[src/rtl/cgfr_pkg.sv]
`default_nettype none

package cgfr_pkg;

  localparam int unsigned CRC_W = 32;
  localparam logic [CRC_W-1:0] CRC_POLY = 32'hEDB8_8320;

  localparam int unsigned DATA_WORDS = 10;
  localparam int unsigned WORD_W = 32;
  localparam int unsigned POS_W = 6;
  localparam logic [POS_W-1:0] FRAME_DATA_BYTES = 6'd40;
  localparam logic [POS_W-1:0] FRAME_LAST_BYTE = 6'd43;

  localparam logic [WORD_W-1:0] WEIGHT_LOW_RESET = 32'h3A83_126F;
  localparam logic [WORD_W-1:0] WEIGHT_HIGH_RESET = 32'h3F00_0000;

  // configuration register indexes
  localparam logic REG_WEIGHT_LOW = 1'b0;
  localparam logic REG_WEIGHT_HIGH = 1'b1;

  typedef enum logic [1:0] {
    STATUS_APPLIED = 2'd0,
    STATUS_IGNORED = 2'd1,
    STATUS_CRC_MISMATCH = 2'd2
  } status_t;

endpackage

`default_nettype wire

[src/rtl/cgfr_crc_byte.sv]
`default_nettype none

// reflected crc-32 update by one byte, unrolled over the eight bit steps
module cgfr_crc_byte
  import cgfr_pkg::*;
(
  input  wire logic [CRC_W-1:0] crc_in,
  input  wire logic [7:0]       data_in,
  output logic      [CRC_W-1:0] crc_out
);

  always_comb begin
    logic [CRC_W-1:0] r;
    r = crc_in ^ {{(CRC_W-8){1'b0}}, data_in};
    for (int k = 0; k < 8; k++) begin
      r = r[0] ? ((r >> 1) ^ CRC_POLY) : (r >> 1);
    end
    crc_out = r;
  end

endmodule

`default_nettype wire

[src/rtl/crc_checked_gain_frame_receiver.sv]
// result: appears on m_axis in the cycle after the transfer of the 44th frame byte
// throughput: one byte per cycle while s_axis_tready is high; the crc unit updates one whole byte per clock
// s_axis_tready drops only when the last byte of a frame meets a result still waiting
// reset (rst, synchronous): frame position and crc go to zero, the output is emptied,
// and the weight limits return to 0.001 and 0.5; the word store keeps no reset value
`default_nettype none

module crc_checked_gain_frame_receiver
  import cgfr_pkg::*;
(
  input  wire logic         clk,
  input  wire logic         rst,

  input  wire logic         cfg_we,
  input  wire logic         cfg_index,
  input  wire logic [31:0]  cfg_data,

  input  wire logic         s_axis_tvalid,
  output logic              s_axis_tready,
  input  wire logic [7:0]   s_axis_tdata,   // rx_byte
  input  wire logic [1:0]   s_axis_tuser,   // disarmed, restart

  output logic              m_axis_tvalid,
  input  wire logic         m_axis_tready,
  output logic [319:0]      m_axis_tdata,   // roll_p/i/d, pitch_p/i/d, yaw_p/i/d gains, filter_weight
  output logic [2:0]        m_axis_tuser    // status (2 bits), weight_applied
);

  logic [WORD_W-1:0] weight_low;
  logic [WORD_W-1:0] weight_high;

  logic [POS_W-1:0]  byte_position;
  logic [CRC_W-1:0]  crc_register;
  logic [CRC_W-1:0]  crc_next;
  logic [WORD_W-1:0] word_store [DATA_WORDS];
  logic [23:0]       received_crc;

  logic              in_fire;
  logic              disarmed;
  logic              restart;
  logic              is_data;
  logic              is_last;
  logic              last_fire;
  logic [3:0]        word_sel;
  logic [CRC_W-1:0]  crc_rx;
  logic [WORD_W*DATA_WORDS-1:0] words_flat;
  status_t           status_next;
  logic              weight_ok;

  assign disarmed = s_axis_tuser[0];
  assign restart  = s_axis_tuser[1];

  assign is_last = (byte_position == FRAME_LAST_BYTE);
  assign is_data = (byte_position < FRAME_DATA_BYTES);
  assign s_axis_tready = !is_last || !m_axis_tvalid || m_axis_tready;
  assign in_fire = s_axis_tvalid && s_axis_tready;
  assign last_fire = in_fire && !restart && is_last;
  assign word_sel = byte_position[5:2];

  cgfr_crc_byte u_crc (
    .crc_in  (crc_register),
    .data_in (s_axis_tdata),
    .crc_out (crc_next)
  );

  always_ff @(posedge clk) begin
    if (rst) begin
      weight_low  <= WEIGHT_LOW_RESET;
      weight_high <= WEIGHT_HIGH_RESET;
    end else if (cfg_we) begin
      unique case (cfg_index)
        REG_WEIGHT_LOW:  weight_low  <= cfg_data;
        REG_WEIGHT_HIGH: weight_high <= cfg_data;
        default: ;
      endcase
    end
  end

  // frame position and crc
  always_ff @(posedge clk) begin
    if (rst) begin
      byte_position <= '0;
      crc_register  <= '0;
    end else if (in_fire) begin
      if (restart || is_last) begin
        byte_position <= '0;
        crc_register  <= '0;
      end else begin
        byte_position <= byte_position + 1'b1;
        if (is_data) begin
          crc_register <= crc_next;
        end
      end
    end
  end

  // little-endian word assembly
  always_ff @(posedge clk) begin
    if (in_fire && !restart && is_data) begin
      unique case (byte_position[1:0])
        2'd0: word_store[word_sel][7:0]   <= s_axis_tdata;
        2'd1: word_store[word_sel][15:8]  <= s_axis_tdata;
        2'd2: word_store[word_sel][23:16] <= s_axis_tdata;
        2'd3: word_store[word_sel][31:24] <= s_axis_tdata;
        default: ;
      endcase
    end
  end

  // the top crc byte is taken straight from the input on the last transfer
  always_ff @(posedge clk) begin
    if (in_fire && !restart && !is_data && !is_last) begin
      unique case (byte_position[1:0])
        2'd0: received_crc[7:0]   <= s_axis_tdata;
        2'd1: received_crc[15:8]  <= s_axis_tdata;
        2'd2: received_crc[23:16] <= s_axis_tdata;
        default: ;
      endcase
    end
  end

  assign crc_rx = {s_axis_tdata, received_crc};

  always_comb begin
    for (int j = 0; j < DATA_WORDS; j++) begin
      words_flat[j*WORD_W +: WORD_W] = word_store[j];
    end
  end

  always_comb begin
    priority if (!disarmed) begin
      status_next = STATUS_IGNORED;
    end else if (~crc_register != crc_rx) begin
      status_next = STATUS_CRC_MISMATCH;
    end else begin
      status_next = STATUS_APPLIED;
    end
  end

  assign weight_ok = (word_store[DATA_WORDS-1] >= weight_low) &&
                     (word_store[DATA_WORDS-1] <= weight_high);

  // result register
  always_ff @(posedge clk) begin
    if (rst) begin
      m_axis_tvalid <= 1'b0;
    end else if (last_fire) begin
      m_axis_tvalid <= 1'b1;
    end else if (m_axis_tready) begin
      m_axis_tvalid <= 1'b0;
    end
  end

  always_ff @(posedge clk) begin
    if (last_fire) begin
      if (status_next == STATUS_APPLIED) begin
        m_axis_tdata <= words_flat;
        m_axis_tuser <= {weight_ok, status_next};
      end else begin
        m_axis_tdata <= '0;
        m_axis_tuser <= {1'b0, status_next};
      end
    end
  end

  a_pos_range: assert property (@(posedge clk) disable iff (rst)
    byte_position <= FRAME_LAST_BYTE)
    else $error("frame position past last byte");

  a_rejected_zero: assert property (@(posedge clk) disable iff (rst)
    m_axis_tvalid && (m_axis_tuser[1:0] != STATUS_APPLIED) |-> m_axis_tdata == '0)
    else $error("rejected frame carries data");

  a_weight_flag: assert property (@(posedge clk) disable iff (rst)
    m_axis_tvalid && m_axis_tuser[2] |-> m_axis_tuser[1:0] == STATUS_APPLIED)
    else $error("weight flag on a frame that was not applied");

  a_result_source: assert property (@(posedge clk) disable iff (rst)
    $rose(m_axis_tvalid) |-> $past(last_fire))
    else $error("result without a last byte transfer");

endmodule

`default_nettype wire

[config.mk]
export PLATFORM = sky130hd
export DESIGN_NAME = crc_checked_gain_frame_receiver
export DESIGN_NICKNAME = d
export VERILOG_FILES = /design/src/rtl/cgfr_pkg.sv /design/src/rtl/cgfr_crc_byte.sv /design/src/rtl/crc_checked_gain_frame_receiver.sv
export SDC_FILE = /design/constraint.sdc
export NUM_CORES = 1
export LEC_CHECK = 0
export ABC_CLOCK_PERIOD_IN_PS = 36100
export BUFFER_PORTS_ARGS = -buffer_cell sky130_fd_sc_hd__buf_2
export CORE_ASPECT_RATIO = 1.4
export CORE_MARGIN = 2
export CORE_UTILIZATION = 60
export CTS_BUF_LIST = sky130_fd_sc_hd__clkbuf_8
export CTS_CLUSTER_SIZE = 40
export DETAILED_ROUTE_END_ITERATION = 8
export MAX_ROUTING_LAYER = met4
export PLACE_DENSITY = 0.82
export SYNTH_ARGS = -nofsm -noshare
export SYNTH_HDL_FRONTEND = slang
export SYNTH_SLANG_ARGS = --single-unit
export TNS_END_PERCENT = 1
[constraint.sdc]
create_clock -name clk -period 36.1 [get_ports clk]
set_input_delay 7.22 -clock clk [delete_from_list [all_inputs] [get_ports clk]]
set_output_delay 7.22 -clock clk [all_outputs]
set_load 0.02 [all_outputs]
==> flow_summary.json <==
{
  "post_cts_buffers": 0,
  "die_w_um": 190,
  "synth.net_count": 1948,
  "slew_headroom_pct": 15.7,
  "coreArea_mm2": 0.0479,
  "synthFlopType": "edfxtp_1",
  "num-fill-cells": 3051,
  "grt_pass1_vias": 15800,
  "final.min_clock_period_ns": 15.00,
  "cts_buffers": 102,
  "std_cell_rows": 95,
  "synth_edf_count": 667,
  "h-tree-depth": 3,
  "syn_area_mm2": 0.0290,
  "crit_arrival_ns": 7.78,
  "grt.total_usage_pct": 25.4,
  "grt_max_degree": 207,
  "grt_pass1_wl_um": 91400,
  "dieArea_mm2": 0.0501,
  "cap_viol_max_count": 0,
  "port_buffers": 372,
  "clkTransAtPathRegs_ns": 0.06,
  "hpwlAfterDp_um": 38600,
  "crit_top_cell": "buf_2",
  "final_cells": 2972,
  "slowest_delay_ns": 0.20,
  "die_h_um": 264,
  "worstSetupPathType": "in -> out",
  "grt_antenna_before_repair": 2,
  "cts_sinks": 770,
  "maxSlewViolCount": 0,
  "cts_tree": "yes",
  "yosysWarnings": 0,
  "start_util_pct": 60.6,
  "crit_fanout": 3,
  "hold_buffers": 0,
  "place_congestion": 0.885,
  "fin_tns_setup_ns": 0,
  "drive_above_1_share_pct": 23.5,
  "finalSetupViolations": 0,
  "area_growth_pct": 14.9,
  "max_freq_mhz": 66.7,
  "route.detailed.drc": 0,
  "yosysUniqueCellTypes": 51,
  "worst_pin_slew_ns": 1.26,
  "critPathRequiredTime_ns": 28.88,
  "dr.pass1.iters": 5,
  "cts_root_buf": "clkbuf_8",
  "fin_crit_sh_pct": 41.6,
  "wl_um": 61800,
  "placed_cells": 2780,
  "synthCells": 1832,
  "detail-route-antenna-nets": 0,
  "end_kind": "output pin",
  "cts_max_path_buffers": 3,
  "wl_per_cell_um": 20.8,
  "clk_latency_ns": 0.69,
  "vias": 15900,
  "hold_violations": 0,
  "skew_ns": 0.0343,
  "ys_async_sr_fraction_pct": 0,
  "syn_area_per_cell_um2": 15.8,
  "power_leakage_nw": 11.2,
  "final_nets": 2370,
  "detail_route.vias_per_cell": 5.35,
  "drtIter0Drc": 1270,
  "ys_seq_elements": 770,
  "p_per_area_mw_per_mm2": 51.0,
  "vdd_drop_max_mv": 0.0324,
  "overflow": 0,
  "rsz0062_at_grt": "no",
  "ctsResizeCount": 0,
  "yosysSeqAreaShare_pct": 76.2,
  "pin_count": 373,
  "min_path_type": "reg -> reg",
  "outcome": "finished, final reports clean",
  "path_cells": "buf_2, nor2b_1, nand3_1, buf_2",
  "slowest_stage": "buf_2",
  "worstSetupStartpointType": "input port"
}
==> where the power goes <==
part           internal (mW)  switching, mW
Combinational         0.0459         0.0602
Sequential             0.969        0.00926
Clock                  0.302          0.312
Total                   1.32          0.381
==> cells by family after synthesis <==
kind of cell / Yosys count / share of synthesized area (%)
AOI/OAI and AO/OA: 151 / 3.41
xor gates and xnor gates: 106 / 3.91
adders and majority gates: 68 / 2.93
buffers and inverters: 138 / 2.41
DFF: 770 / 76.2
and+or+nand+nor: 599 / 11.2
==> final timing paths <==
check / cells after the start / endpoint / slack [ns] / start
worst max-delay path: 4 / s_axis_tready / 21.10 / m_axis_tready
worst min-delay path: 2 / weight_low[10] / 0.46 / weight_low[10]
worst max register to register: 8 / m_axis_tuser[2] / 31.64 / crc_register[1]
worst min register to register: 2 / weight_low[10] / 0.46 / weight_low[10]
==> Yosys cell counts, types with 2 or more instances <==
cell	count	area share, %
nor3_1	5	0.086
a22oi_1	17	0.44
nand4_1	21	0.45
o21a_1	2	0.052
xor2_1	42	1.3
and3_1	7	0.15
nand2_1	123	1.6
clkbuf_1	23	0.30
a211o_1	14	0.42
a211oi_2	2	0.086
nand2b_1	4	0.086
xnor2_2	9	0.50
nor3b_1	3	0.078
a21o_1	4	0.10
o21ai_0	11	0.19
clkbuf_2	3	0.052
inv_1	68	0.88
buf_4	17	0.44
o31ai_1	2	0.052
a22o_1	15	0.45
nor4_1	3	0.065
nand3_1	8	0.14
a2111oi_0	2	0.060
nor2_1	84	1.1
edfxtp_1	667	69
dfxtp_1	103	7.1
buf_6	13	0.50
o21bai_1	3	0.078
xnor2_4	6	0.57
nor2b_1	6	0.13
ha_1	68	2.9
xnor2_1	47	1.4
a21oi_1	66	1.1
buf_2	13	0.22
a211oi_1	7	0.18
and2_1	322	6.9
nand3b_1	8	0.21
==> cell usage in the layout (no fill, tap or decap), types with 42 or more instances in the layout <==
| cell type | instances |
|---|---|
| clkbuf_8 | 104 |
| and2_1 | 322 |
| nand2_1 | 123 |
| nor2_1 | 84 |
| edfxtp_1 | 667 |
| inv_1 | 97 |
| a21oi_1 | 66 |
| buf_2 | 372 |
| xor2_1 | 42 |
| xnor2_1 | 47 |
| dfxtp_1 | 103 |
| ha_1 | 68 |
==> cell type report <==
cell class                      count  area, µm²  share of cell area [%]
Timing Repair Buffer              388       1990                    5.99
Clock buffer                      104       1430                    4.30
Clock inverter                     86        523                    1.57
Tap cell                          630        788                    2.37
Antenna cell                        2       5.00                  0.0150
Multi-Input combinational cell    924       6230                    18.7
Inverter                           68        255                   0.766
Sequential cell                   770      22100                    66.3
==> through the flow <==
step	setup slack (ns)	util [%]	instance area, µm²	hold WS [ns]	power [mW]
4_1_cts	21.09	69.5	33300	0.457	1.71
3_5_place_dp	21.09	65.5	31400	0.448	1.10
2_1_floorplan	3.45	-	29000	0.436	1.07
6_report	21.10	69.5	33300	0.456	1.70
3_3_place_gp	21.08	65.5	31400	0.444	1.10
5_1_grt	21.06	69.5	33300	0.474	1.75
==> critical path: cells and delay by family <==
kind / cells / cell delay, ns
buffers and inverters: 2 / 0.30
AND/OR/NAND/NOR: 2 / 0.26
==> flip-flops by register name, summed over array words and instances (netlist names) <==
signal         flops
m_axis_tdata     320
word_store       320
crc_register      32
weight_high       32
weight_low        32
received_crc      24
byte_position      6
m_axis_tuser       3
m_axis_tvalid      1
==> layer usage <==
| layer | vias up | global-route usage (%) | wire [µm] |
|---|---|---|---|
| met5 | - | - | 0 |
| met4 | 0 | 11.5 | 2620 |
| met3 | 131 | 3.91 | 3740 |
| met2 | 642 | 44.1 | 32900 |
| met1 | 7766 | 29.0 | 22600 |
| li1 | 7357 | - | - |
Note: power is estimated with default switching activity, not from simulation.
